`src/hdl/nrfp_pkg.sv`:
```
// shared types, state codes and status codes of the reply frame parser
package nrfp_pkg;

	// parse phase codes
	localparam logic [3:0] PH_IDLE  = 4'd0;
	localparam logic [3:0] PH_PRE1  = 4'd1;
	localparam logic [3:0] PH_PRE2  = 4'd2;
	localparam logic [3:0] PH_CODE1 = 4'd3;
	localparam logic [3:0] PH_CODE2 = 4'd4;
	localparam logic [3:0] PH_ERRF  = 4'd5;
	localparam logic [3:0] PH_EXTH  = 4'd6;
	localparam logic [3:0] PH_EXTL  = 4'd7;
	localparam logic [3:0] PH_EXTCS = 4'd8;
	localparam logic [3:0] PH_TFI   = 4'd9;
	localparam logic [3:0] PH_CC    = 4'd10;
	localparam logic [3:0] PH_DATA  = 4'd11;
	localparam logic [3:0] PH_DCS   = 4'd12;
	localparam logic [3:0] PH_POST  = 4'd13;

	// frame status codes
	localparam logic [3:0] ST_OK        = 4'd0;
	localparam logic [3:0] ST_PREAMBLE  = 4'd1;
	localparam logic [3:0] ST_ERR_FRAME = 4'd2;
	localparam logic [3:0] ST_LEN_CSUM  = 4'd3;
	localparam logic [3:0] ST_BAD_LEN   = 4'd4;
	localparam logic [3:0] ST_TYPE      = 4'd5;
	localparam logic [3:0] ST_RESP_CODE = 4'd6;
	localparam logic [3:0] ST_DATA_CSUM = 4'd7;
	localparam logic [3:0] ST_POSTAMBLE = 4'd8;

	// frame bytes
	localparam logic [7:0] BYTE_ZERO  = 8'h00;
	localparam logic [7:0] BYTE_FF    = 8'hFF;
	localparam logic [7:0] BYTE_ERR   = 8'h01;
	localparam logic [7:0] BYTE_TYPE  = 8'hD5;

	// register map
	localparam int unsigned ADDR_W = 3;
	localparam logic REG_EXP_CMD = 1'b0;
	localparam logic REG_MAX_LEN = 1'b1;
	localparam logic [7:0]  EXP_CMD_RESET = 8'd0;
	localparam logic [15:0] MAX_LEN_RESET = 16'd264;

	// output word: tdata width
	localparam int unsigned OUT_DATA_W = 32;

	// one result word
	typedef struct packed {
		logic        is_payload;
		logic [7:0]  payload_byte;
		logic        frame_done;
		logic [3:0]  status;
		logic [15:0] frame_length;
	} nrfp_res_t;

endpackage

```
`src/hdl/nrfp_parser.sv`:
```
// byte-wise frame parsing state machine, one byte per cycle while bytes are accepted
module nrfp_parser
	import nrfp_pkg::*;
(
	input  logic        clk,
	input  logic        arst_n,
	input  logic        take,
	input  logic        frame_start,
	input  logic [7:0]  rx_byte,
	input  logic [7:0]  exp_cmd,
	input  logic [15:0] max_len,
	output logic        res_valid,
	output nrfp_res_t   res
);

	logic [3:0]  ph_q, ph_d;
	logic [7:0]  hdr_q, hdr_d;
	logic [7:0]  lenh_q, lenh_d;
	logic [15:0] plen_q, plen_d;
	logic [15:0] left_q, left_d;
	logic [7:0]  dcs_q, dcs_d;

	logic [15:0] len_all;
	logic [15:0] len_m2;
	logic        len_short;
	logic        len_long;
	logic [15:0] left_dec;
	logic [8:0]  resp_exp;

	// shared length check for normal and extended frames
	always_comb begin
		len_all = (ph_q == PH_EXTCS) ? {lenh_q, hdr_q} : {8'd0, hdr_q};
		len_m2 = len_all - 16'd2;
		len_short = (len_all < 16'd2);
		len_long = (len_m2 > max_len);
		left_dec = left_q - 16'd1;
		resp_exp = {1'b0, exp_cmd} + 9'd1;
	end

	// next state and result
	always_comb begin
		ph_d = ph_q;
		hdr_d = hdr_q;
		lenh_d = lenh_q;
		plen_d = plen_q;
		left_d = left_q;
		dcs_d = dcs_q;
		res_valid = 1'b0;
		res = '0;
		if (frame_start) begin
			ph_d = PH_PRE1;
			hdr_d = '0;
			lenh_d = '0;
			plen_d = '0;
			left_d = '0;
			dcs_d = '0;
			if (rx_byte != BYTE_ZERO) begin
				res_valid = 1'b1;
				res.frame_done = 1'b1;
				res.status = ST_PREAMBLE;
				ph_d = PH_IDLE;
			end
		end else begin
			unique case (ph_q)
				PH_PRE1: begin
					if (rx_byte == BYTE_FF) begin
						ph_d = PH_CODE1;
					end else if (rx_byte == BYTE_ZERO) begin
						ph_d = PH_PRE2;
					end else begin
						res_valid = 1'b1;
						res.frame_done = 1'b1;
						res.status = ST_PREAMBLE;
						ph_d = PH_IDLE;
					end
				end
				PH_PRE2: begin
					if (rx_byte == BYTE_FF) begin
						ph_d = PH_CODE1;
					end else begin
						res_valid = 1'b1;
						res.frame_done = 1'b1;
						res.status = ST_PREAMBLE;
						ph_d = PH_IDLE;
					end
				end
				PH_CODE1: begin
					hdr_d = rx_byte;
					ph_d = PH_CODE2;
				end
				PH_CODE2: begin
					hdr_d = rx_byte;
					if (hdr_q == BYTE_ERR && rx_byte == BYTE_FF) begin
						left_d = 16'd3;
						ph_d = PH_ERRF;
					end else if (hdr_q == BYTE_FF && rx_byte == BYTE_FF) begin
						ph_d = PH_EXTH;
					end else if (({1'b0, hdr_q} + {1'b0, rx_byte}) != 9'h100) begin
						res_valid = 1'b1;
						res.frame_done = 1'b1;
						res.status = ST_LEN_CSUM;
						ph_d = PH_IDLE;
					end else if (len_short) begin
						res_valid = 1'b1;
						res.frame_done = 1'b1;
						res.status = ST_BAD_LEN;
						ph_d = PH_IDLE;
					end else if (len_long) begin
						res_valid = 1'b1;
						res.frame_done = 1'b1;
						res.status = ST_BAD_LEN;
						res.frame_length = len_m2;
						ph_d = PH_IDLE;
					end else begin
						plen_d = len_m2;
						ph_d = PH_TFI;
					end
				end
				PH_ERRF: begin
					left_d = left_dec;
					if (left_dec == 16'd0) begin
						res_valid = 1'b1;
						res.frame_done = 1'b1;
						res.status = ST_ERR_FRAME;
						ph_d = PH_IDLE;
					end
				end
				PH_EXTH: begin
					lenh_d = rx_byte;
					ph_d = PH_EXTL;
				end
				PH_EXTL: begin
					hdr_d = rx_byte;
					ph_d = PH_EXTCS;
				end
				PH_EXTCS: begin
					if ((lenh_q + hdr_q + rx_byte) != 8'd0) begin
						res_valid = 1'b1;
						res.frame_done = 1'b1;
						res.status = ST_LEN_CSUM;
						ph_d = PH_IDLE;
					end else if (len_short) begin
						res_valid = 1'b1;
						res.frame_done = 1'b1;
						res.status = ST_BAD_LEN;
						ph_d = PH_IDLE;
					end else if (len_long) begin
						res_valid = 1'b1;
						res.frame_done = 1'b1;
						res.status = ST_BAD_LEN;
						res.frame_length = len_m2;
						ph_d = PH_IDLE;
					end else begin
						plen_d = len_m2;
						ph_d = PH_TFI;
					end
				end
				PH_TFI: begin
					if (rx_byte != BYTE_TYPE) begin
						res_valid = 1'b1;
						res.frame_done = 1'b1;
						res.status = ST_TYPE;
						res.frame_length = plen_q;
						ph_d = PH_IDLE;
					end else begin
						dcs_d = BYTE_TYPE;
						ph_d = PH_CC;
					end
				end
				PH_CC: begin
					if ({1'b0, rx_byte} != resp_exp) begin
						res_valid = 1'b1;
						res.frame_done = 1'b1;
						res.status = ST_RESP_CODE;
						res.frame_length = plen_q;
						ph_d = PH_IDLE;
					end else begin
						dcs_d = dcs_q + rx_byte;
						if (plen_q == 16'd0) begin
							ph_d = PH_DCS;
						end else begin
							left_d = plen_q;
							ph_d = PH_DATA;
						end
					end
				end
				PH_DATA: begin
					dcs_d = dcs_q + rx_byte;
					left_d = left_dec;
					if (left_dec == 16'd0) begin
						ph_d = PH_DCS;
					end
					res_valid = 1'b1;
					res.is_payload = 1'b1;
					res.payload_byte = rx_byte;
				end
				PH_DCS: begin
					if ((dcs_q + rx_byte) != 8'd0) begin
						res_valid = 1'b1;
						res.frame_done = 1'b1;
						res.status = ST_DATA_CSUM;
						res.frame_length = plen_q;
						ph_d = PH_IDLE;
					end else begin
						ph_d = PH_POST;
					end
				end
				PH_POST: begin
					res_valid = 1'b1;
					res.frame_done = 1'b1;
					res.status = (rx_byte == BYTE_ZERO) ? ST_OK : ST_POSTAMBLE;
					res.frame_length = plen_q;
					ph_d = PH_IDLE;
				end
				default: begin
					ph_d = PH_IDLE;
				end
			endcase
		end
	end

	// state registers, updated on each accepted word
	always_ff @(posedge clk or negedge arst_n) begin
		if (!arst_n) begin
			ph_q <= PH_IDLE;
			hdr_q <= '0;
			lenh_q <= '0;
			plen_q <= '0;
			left_q <= '0;
			dcs_q <= '0;
		end else if (take) begin
			ph_q <= ph_d;
			hdr_q <= hdr_d;
			lenh_q <= lenh_d;
			plen_q <= plen_d;
			left_q <= left_d;
			dcs_q <= dcs_d;
		end
	end

endmodule

```
`src/hdl/nrfp_out_reg.sv`:
```
// result register between the parser and the master side
module nrfp_out_reg
	import nrfp_pkg::*;
(
	input  logic      clk,
	input  logic      arst_n,
	input  logic      load,
	input  nrfp_res_t res_in,
	input  logic      drain,
	output logic      ready,
	output logic      valid,
	output nrfp_res_t res_out
);

	logic      valid_q;
	nrfp_res_t res_q;

	// room when empty or when the held word leaves this cycle
	assign ready = !valid_q || drain;
	assign valid = valid_q;
	assign res_out = res_q;

	// valid flag
	always_ff @(posedge clk or negedge arst_n) begin
		if (!arst_n) begin
			valid_q <= 1'b0;
		end else if (load) begin
			valid_q <= 1'b1;
		end else if (drain) begin
			valid_q <= 1'b0;
		end
	end

	// payload, no reset
	always_ff @(posedge clk) begin
		if (load) begin
			res_q <= res_in;
		end
	end

endmodule

```
`src/hdl/nfc_reply_frame_parser_top.sv`:
```
// Reply frame parser for a reader chip: byte stream in, payload and status out.
//
// Slave side: one reply byte per word on s_tdata, s_tuser high on the first
// byte read after the chip signals ready (restarts any frame in progress).
// Master side: one word per payload byte (m_tuser high) and one word that
// ends each frame (m_tlast high) carrying status and payload length.
// Header, checksum and ignored bytes give no output word.
// A result is registered and appears on the master side in the cycle after the byte
// that causes it is accepted. Throughput: one byte per cycle while m_tready is high, set by the
// parse state machine and the one-entry result register.
// When the receiver stalls, the result register holds its word and s_tready
// drops only while that register is full and not being drained.
// Config: APB port, register 0 expected command at 0x0, register 1 maximum
// payload length at 0x4; write them only while the parser is idle.
// Reset: arst_n clears the parse state to idle, empties the result register
// and sets expected command 0, maximum payload length 264.
module nfc_reply_frame_parser_top
	import nrfp_pkg::*;
(
	input  logic                  clk,
	input  logic                  arst_n,
	input  logic                  s_tvalid,
	output logic                  s_tready,
	input  logic [7:0]            s_tdata,   // [7:0] rx_byte
	input  logic                  s_tuser,   // [0] frame_start
	output logic                  m_tvalid,
	input  logic                  m_tready,
	// [7:0] payload_byte, [11:8] status, [27:12] frame_length, [31:28] zero
	output logic [OUT_DATA_W-1:0] m_tdata,
	output logic                  m_tuser,   // [0] is_payload
	output logic                  m_tlast,   // frame_done
	input  logic                  psel,
	input  logic                  penable,
	input  logic                  pwrite,
	input  logic [ADDR_W-1:0]     paddr,
	input  logic [31:0]           pwdata,
	output logic [31:0]           prdata,
	output logic                  pready
);

	logic [7:0]  exp_cmd_q;
	logic [15:0] max_len_q;
	logic        cfg_wr;
	logic        take;
	logic        res_valid;
	nrfp_res_t   res;
	nrfp_res_t   res_out;

	// configuration registers
	assign pready = 1'b1;
	assign cfg_wr = psel && penable && pwrite && pready;

	always_ff @(posedge clk or negedge arst_n) begin
		if (!arst_n) begin
			exp_cmd_q <= EXP_CMD_RESET;
			max_len_q <= MAX_LEN_RESET;
		end else if (cfg_wr) begin
			unique case (paddr[2])
				REG_EXP_CMD: exp_cmd_q <= pwdata[7:0];
				REG_MAX_LEN: max_len_q <= pwdata[15:0];
				default: ;
			endcase
		end
	end

	// register readback
	always_comb begin
		unique case (paddr[2])
			REG_EXP_CMD: prdata = {24'd0, exp_cmd_q};
			REG_MAX_LEN: prdata = {16'd0, max_len_q};
			default:     prdata = '0;
		endcase
	end

	assign take = s_tvalid && s_tready;

	nrfp_parser u_parser (
		.clk        (clk),
		.arst_n     (arst_n),
		.take       (take),
		.frame_start(s_tuser),
		.rx_byte    (s_tdata),
		.exp_cmd    (exp_cmd_q),
		.max_len    (max_len_q),
		.res_valid  (res_valid),
		.res        (res)
	);

	nrfp_out_reg u_out (
		.clk    (clk),
		.arst_n (arst_n),
		.load   (take && res_valid),
		.res_in (res),
		.drain  (m_tready),
		.ready  (s_tready),
		.valid  (m_tvalid),
		.res_out(res_out)
	);

	// output word packing
	assign m_tdata = {4'd0, res_out.frame_length, res_out.status, res_out.payload_byte};
	assign m_tuser = res_out.is_payload;
	assign m_tlast = res_out.frame_done;

endmodule

```
`config.mk`:
```
export PLATFORM = sky130hd
export DESIGN_NAME = nfc_reply_frame_parser_top
export DESIGN_NICKNAME = d
export VERILOG_FILES = /design/src/hdl/nrfp_pkg.sv /design/src/hdl/nrfp_parser.sv /design/src/hdl/nrfp_out_reg.sv /design/src/hdl/nfc_reply_frame_parser_top.sv
export SDC_FILE = /design/constraint.sdc
export NUM_CORES = 1
export LEC_CHECK = 0
export ABC_AREA = 0
export BUFFER_PORTS_ARGS = -buffer_cell sky130_fd_sc_hd__buf_2
export CAP_MARGIN = 20
export CORE_ASPECT_RATIO = 1.2
export CORE_UTILIZATION = 60
export CTS_CLUSTER_SIZE = 8
export DETAILED_ROUTE_END_ITERATION = 10
export GPL_TIMING_DRIVEN = 0
export PLACE_DENSITY = 0.83
export SLEW_MARGIN = 15
export SYNTH_ARGS = -nofsm -noshare
export SYNTH_HDL_FRONTEND = slang
export SYNTH_SLANG_ARGS = --single-unit
```
`constraint.sdc`:
```
create_clock -name clk -period 9 [get_ports clk]
set_input_delay 0.45 -clock clk [delete_from_list [all_inputs] [get_ports clk]]
set_output_delay 0.45 -clock clk [all_outputs]
set_load 0.02 [all_outputs]
```
==> impl_metrics.tcl, run 1 <==
set metrics [dict create \
    drt_pass1_iterations 5 \
    ir_drop_v 0.000131 \
    cts_made_buffers 17 \
    synthArstFlopShare 0.739 \
    cts_htree_levels 4 \
    syn_area_sq_um 8070 \
    crit_slowest_cell "nor3_1" \
    syn2layout_area_growth_pct 16.9 \
    syn-instance-count 863 \
    drt_wl_total_microns 23100 \
    antenna_left 0 \
    drt_iter0_markers 607 \
    cts_tree "done" \
    die_h_microns 129 \
    cp_cell_sequence "buf_2, nand2b_1, nor3_1, nor2_1, a311oi_1, ha_1, and4_1, nand3_1, nor3_1, a211oi_1, o21a_1, a21oi_1, and4bb_4, a311oi_4, buf_6" \
    synth_area_per_cell_sq_um 9.35 \
    track_usage 0.348 \
    clock_latency_ps 430 \
    maxSlewViolCount 0 \
    max_stage_delay_ps 860 \
    yosysWarnings 0 \
    cp-end-kind "register" \
    arrival_ps 5370 \
    ff_latch_area_sq_um 3030 \
    power_leakage_nw 4.13 \
    yosys.area.top_type "dfrtp_1" \
    synthTopCellsByArea "dfrtp_1, edfxtp_1, ha_1" \
    core.rowCount 46 \
    routabilityCongestion 0.978 \
    die_w_microns 108 \
    fin_crit_sh 0.583 \
    synth_seq_area_share 0.375 \
    num-nets-final 1084 \
    io_buffers 78 \
    multiInputGateArea_sq_um 4660 \
    final_util 0.716 \
    cts-root-buf "clkbuf_16" \
    finClkSkew_ps 8.31 \
    max_cap_viol_count 0 \
    rsz0062_at_grt "false" \
    dpl.hpwl_microns 17200 \
    worstSetupPathType "reg2reg" \
    grt_start_max_net_pins 49 \
    hold_path_class "in2async" \
    hold_viol 0 \
    ys.flop_type "dfrtp_1" \
    cts_resized 0 \
    path_clk_slew_ps 60 \
    io_pins 120 \
    tns_ps 0 \
    vias 7438 \
    path_max_fanout 16 \
    setup_viol 0 \
    grt_pass1_wl_microns 36700 \
    post-cts-setup-buffer-count 0 \
    diodes 0 \
    crit_path_frequent_cell "nor3_1" \
    drive_gt1_frac 0.189 \
    synth-edff-count 30 \
    yosysTopAreaCellShare 0.257 \
    avgViaCountPerCell 6.40 \
    grt_pass1_vias 6998 \
    dieArea_sq_um 13900 \
    synthMostInstantiatedCell "dfrtp_1" \
    initial_core_util 0.612 \
    postCtsHoldBufs 0 \
    max_slew_margin 0.276 \
    synth_cell_types 78 \
    core_area_sq_um 13200 \
    start_kind "register" \
    max_slew.worst_pin.slew_ps 1080 \
    antenna_found_initial 0 \
    drc 0 \
    outcome "finished, final reports clean" \
    cts_buffer_depth 2 \
    powerDensity_nw_per_um2 212 \
    nFillCells 1002 \
    cts.sinks 115 \
    gr-total-overflow 0 \
    r2r_slack_ps 3760 \
    max_freq_ghz 0.191 \
    ys_top_cells_by_count "dfrtp_1, nand2_1, nor2_1" \
    wl_per_cell_microns 19.9 \
    period_minus_slack_ps 5240 \
    critPathRequiredTime_ps 9130 \
    synth_seq_cells 115 \
]
## path summary, 6_finish.rpt
path,to,cells after the start,from
max in group asynchronous,max_len_q[3]$_DFFE_PN1P_,2,arst_n
min,u_parser.left_q[6]$_DFFE_PN0P_,1,arst_n
min in group clk,max_len_q[14]$_DFFE_PN0P_,2,pwdata[14]
min reg2reg,u_parser.dcs_q[7]$_DFFE_PN0P_,1,u_parser.dcs_q[7]$_DFFE_PN0P_
max reg2reg,u_out.res_out[8]$_SDFFCE_PP0P_,15,u_parser.ph_q[2]$_DFFE_PN0P_
max,u_out.res_out[8]$_SDFFCE_PP0P_,15,u_parser.ph_q[2]$_DFFE_PN0P_
## where the power goes
| part | switching, mW | leakage (nW) | internal, mW |
|---|---|---|---|
| sequential | 0.0641 | 1.41 | 0.595 |
| clock | 0.256 | 0.297 | 0.468 |
| combinational | 0.371 | 2.43 | 0.242 |
| total | 0.691 | 4.13 | 1.30 |
## layout make-up
class / count / share of cell area
multi-input combinational: 668 / 0.494
sequential: 115 / 0.321
timing repair buffer: 81 / 0.0473
clock buffer: 18 / 0.0465
buffer: 59 / 0.0330
tap: 168 / 0.0223
clock inverter: 14 / 0.0198
inverter: 40 / 0.0159
## through the flow
step / instance area [sq um] / setup slack (ps) / power, mW / hold slack, ps / std cells
final: 9440 / 3760 / 2.00 / 3.74 / 1163
after global routing: 9440 / 3560 / 2.09 / 55.0 / 1163
after CTS: 9440 / 3890 / 1.99 / 27.2 / 1163
after detailed placement: 8810 / 3910 / 1.26 / 476 / 1131
after global placement: 8740 / 2420 / 1.24 / 481 / 1128
after floorplan: 8140 / 3920 / 1.08 / 154 / 882
## routing by layer
layer / track usage / part of all wire / vias to the layer above
met3: 0.0654 / 0.069 / 111
met1: 0.445 / 0.40 / 3522
li1: - / - / 3434
met4: 0.214 / 0.062 / 0
met5: 0 / 0 / -
met2: 0.548 / 0.47 / 371
## layout by cell type, fill, tap and decap left out, types with 5 or more instances in the layout
cell type	netlist	routed
a211oi_1	7	7
a21o_1	8	8
a21oi_1	43	43
a22o_1	16	16
a22oi_1	9	9
a31oi_1	6	6
a32o_1	17	17
and2_1	17	17
buf_2	9	86
buf_4	21	22
clkbuf_1	27	27
clkbuf_16	0	17
conb_1	2	21
dfrtp_1	83	83
edfxtp_1	30	30
fa_1	10	10
ha_1	41	41
inv_1	40	40
mux2_2	32	32
mux2i_1	5	5
nand2_1	66	66
nand2b_1	27	27
nand3_1	15	15
nand4_1	11	11
nor2_1	60	60
nor2b_1	5	5
nor3_1	31	31
nor4_1	16	16
o21a_1	5	5
o21ai_0	55	55
o21ai_1	8	8
o221ai_1	9	9
o22ai_1	7	7
o31ai_1	6	6
or3_1	7	7
or4_1	5	5
xnor2_1	16	16
xor2_1	14	14
## state kept, by name (all words and copies together) (netlist names)
signal,count
u_out.res_out,30
u_parser.lenh_q,8
max_len_q,16
u_parser.hdr_q,8
u_parser.dcs_q,8
u_parser.plen_q,16
u_parser.left_q,16
u_out.valid,1
exp_cmd_q,8
u_parser.ph_q,4
## critical path: cells and delay by family (launching register included)
| family | cells | cell delay (ps) |
|---|---|---|
| AOI/OAI and AO/OA | 5 | 1690 |
| adders and majority gates | 1 | 260 |
| buffers and inverters | 2 | 440 |
| DFF | 1 | 350 |
| and+or+nand+nor | 7 | 2190 |
## logic make-up (layout without fill, tap and decap cells)
logic type               count (synthesis)  after routing  share of synthesized area
other                                    2             21                   0.000930
flip-flops                             115            115                      0.375
multiplexers                            37             37                     0.0508
AO/OA/AOI/OAI                          239            239                      0.206
adder cells (fa/ha/maj)                 51             51                     0.0884
XOR/XNOR                                30             30                     0.0326
buffers and inverters                   99            212                     0.0572
AND/OR/NAND/NOR                        290            290                      0.188
(Power assumes the default switching activity.)
==> run 2: changes to the inputs <==
- CORE_UTILIZATION: 60 -> 53
- PLACE_DENSITY: 0.83 -> 0.78
- clock period: 9 -> 4.4 ns (I/O delays scaled with it)
==> run 2 against run 1 <==
Effect of this change:
- the run now ends with negative setup slack left
- critical path depth up 1
- combinational power up 120%
- sequential share of layout area down 0.84 points
- global-route usage down 5.8 points
- final cell count up 4.6%
- setup slack worse by 3900 ps
- count of clock-buffer cells in the layout unchanged
- first-iteration DRC count up 15%
- utilization down 6.7 points
- maximum frequency up 16%
- highest routed layer unchanged
==> impl_metrics.tcl, run 2 (synthesis results as in run 1) <==
set metrics [dict create \
    drt_wl_total_microns 22300 \
    syn2layout_area_growth_pct 20.2 \
    ir_drop_v 0.000335 \
    drt_pass1_iterations 7 \
    tns_ps -2090 \
    max_slew_margin 0.417 \
    drive_gt1_frac 0.227 \
    gr-usage-met1 0.365 \
    core_area_sq_um 15000 \
    cts.sinks 115 \
    power_leakage_nw 4.21 \
    cts_tree "done" \
    met3_usage 0.0541 \
    path_clk_slew_ps 60 \
    core.rowCount 49 \
    antenna_found_initial 0 \
    path_max_fanout 8 \
    ff_latch_area_sq_um 3030 \
    cts_buffer_depth 2 \
    grt_pass1_wl_microns 35000 \
    largest_register_ff_count 30 \
    hold_start "pwdata[13]" \
    outcome "finished with violations" \
    maxSlewViolCount 0 \
    cts_htree_levels 4 \
    vias 7451 \
    track_usage 0.290 \
    internal-power_mw 2.55 \
    layout_common_cells "buf_2, dfrtp_1, nand2_1, nor2_1, o21ai_0" \
    cts-root-buf "clkbuf_16" \
    die_h_microns 137 \
    finalPower_mw 3.98 \
    cp-end-kind "register" \
    hold_viol 0 \
    diodes 0 \
    hold_path_class "in2reg" \
    max_freq_ghz 0.222 \
    setup_ws_ps -103 \
    reg2reg_from "u_parser.lenh_q[0]$_DFFE_PN0P_" \
    io_buffers 78 \
    powerDensity_nw_per_um2 411 \
    final_common_cell "buf_2" \
    nFillCells 1278 \
    multiInputGateArea_sq_um 4810 \
    gr-total-overflow 0 \
    cts_made_buffers 17 \
    crit_start "u_parser.lenh_q[0]$_DFFE_PN0P_" \
    p_sw_mw 1.43 \
    die_w_microns 115 \
    setup_viol 30 \
    io_pins 120 \
    use_met2 0.474 \
    drt_iter0_markers 700 \
    max_cap_viol_count 0 \
    clock_latency_ps 430 \
    holdWs_ps 15.7 \
    clockPowerShare 0.325 \
    grt_busiest_layer "met2" \
    arrival_ps 4640 \
    final_util 0.649 \
    grt_start_max_net_pins 48 \
    drc 0 \
    combPwrFrac 0.337 \
    initial_core_util 0.540 \
    max_slew.worst_pin.slew_ps 867 \
    dpl.hpwl_microns 16200 \
    routabilityCongestion 0.951 \
    avgViaCountPerCell 6.13 \
    worstSetupPathType "reg2reg" \
    critPathRequiredTime_ps 4530 \
    power_frac_seq 0.338 \
    failed_checks "negative setup slack" \
    rsz0062_at_grt "true" \
    dieArea_sq_um 15700 \
    start_kind "register" \
    finClkSkew_ps 7.56 \
    antenna_left 0 \
    wl_per_cell_microns 18.4 \
    grt_pass1_vias 6922 \
    num-nets-final 1101 \
    p_sw_frac 0.359 \
    post-place-ws_ps -695 \
    fin_crit_sh 1.02 \
    period_minus_slack_ps 4500 \
]
run 2: through the flow:
step | cell area (sq um) | cells
2_1_floorplan | 8200 | 882
3_3_place_gp | 8840 | 1164
3_5_place_dp | 8880 | 1166
4_1_cts | 9500 | 1201
5_1_grt | 9700 | 1216
6_report | 9700 | 1216
run 2: critical path: stages, from the launching register on:
cell and delay (ps):
dfrtp_2 440, or3_4 390, or3_4 420, buf_4 150, or3_1 330, a32o_2 300, ha_4 270, and4_4 240
nand3_4 110, o221ai_2 190, a211oi_2 90, o21a_2 270, a21oi_2 120, and4bb_4 260, a311oi_4 220, buf_6 180
clkbuf_4 210
run 2: worst paths after layout:
| kind | endpoint | slack [ps] | depth (start not counted) |
|---|---|---|---|
| setup reg to reg | u_out.res_out[1]$_SDFFCE_PP0P_ | -100 | 16 |
| max in group asynchronous | max_len_q[3]$_DFFE_PN1P_ | 3380 | 3 |
| hold / removal | max_len_q[13]$_DFFE_PN0P_ | 20 | 2 |
| setup / recovery | u_out.res_out[1]$_SDFFCE_PP0P_ | -100 | 16 |
| min in group asynchronous | u_parser.left_q[2]$_DFFE_PN0P_ | 330 | 2 |
| hold reg to reg | u_parser.dcs_q[7]$_DFFE_PN0P_ | 500 | 1 |
run 2: what timing repair did:
action                                 in CTS  in global routing
pin swaps                                   2                 14
setup endpoints to repair                  64                 50
endpoints found under the hold margin      38                  0
gates resized for setup                     7                 25
gates cloned                                0                  2
hold buffers                                1                  0
setup buffers                               2                 13
run 2: per-layer routing:
| layer | wire length, microns | vias to the layer above | part of all wire |
|---|---|---|---|
| met2 | 10800 | 293 | 0.49 |
| met3 | 1270 | 73 | 0.057 |
| met5 | 0 | - | 0 |
| li1 | - | 3481 | - |
| met4 | 922 | 0 | 0.041 |
| met1 | 9300 | 3604 | 0.42 |
run 2: area by class of cell:
class                   count  area share
inverters                  40      0.0155
flip-flops and latches    115       0.313
multi-input cells         668       0.496
repair buffers             98      0.0600
well taps                 204      0.0263
clock buffers              18      0.0453
plain buffers              59      0.0328
clock inverters            14      0.0116
run 2: power by group through the flow:
stage / Sequential [mW] / Combinational (mW) / Clock [mW]
floorplan: 1.35 / 0.889 / 0
global placement: 1.36 / 1.19 / 0
detailed placement: 1.36 / 1.22 / 0
CTS: 1.34 / 1.25 / 1.31
global route: 1.36 / 1.48 / 1.35
finish: 1.35 / 1.34 / 1.30
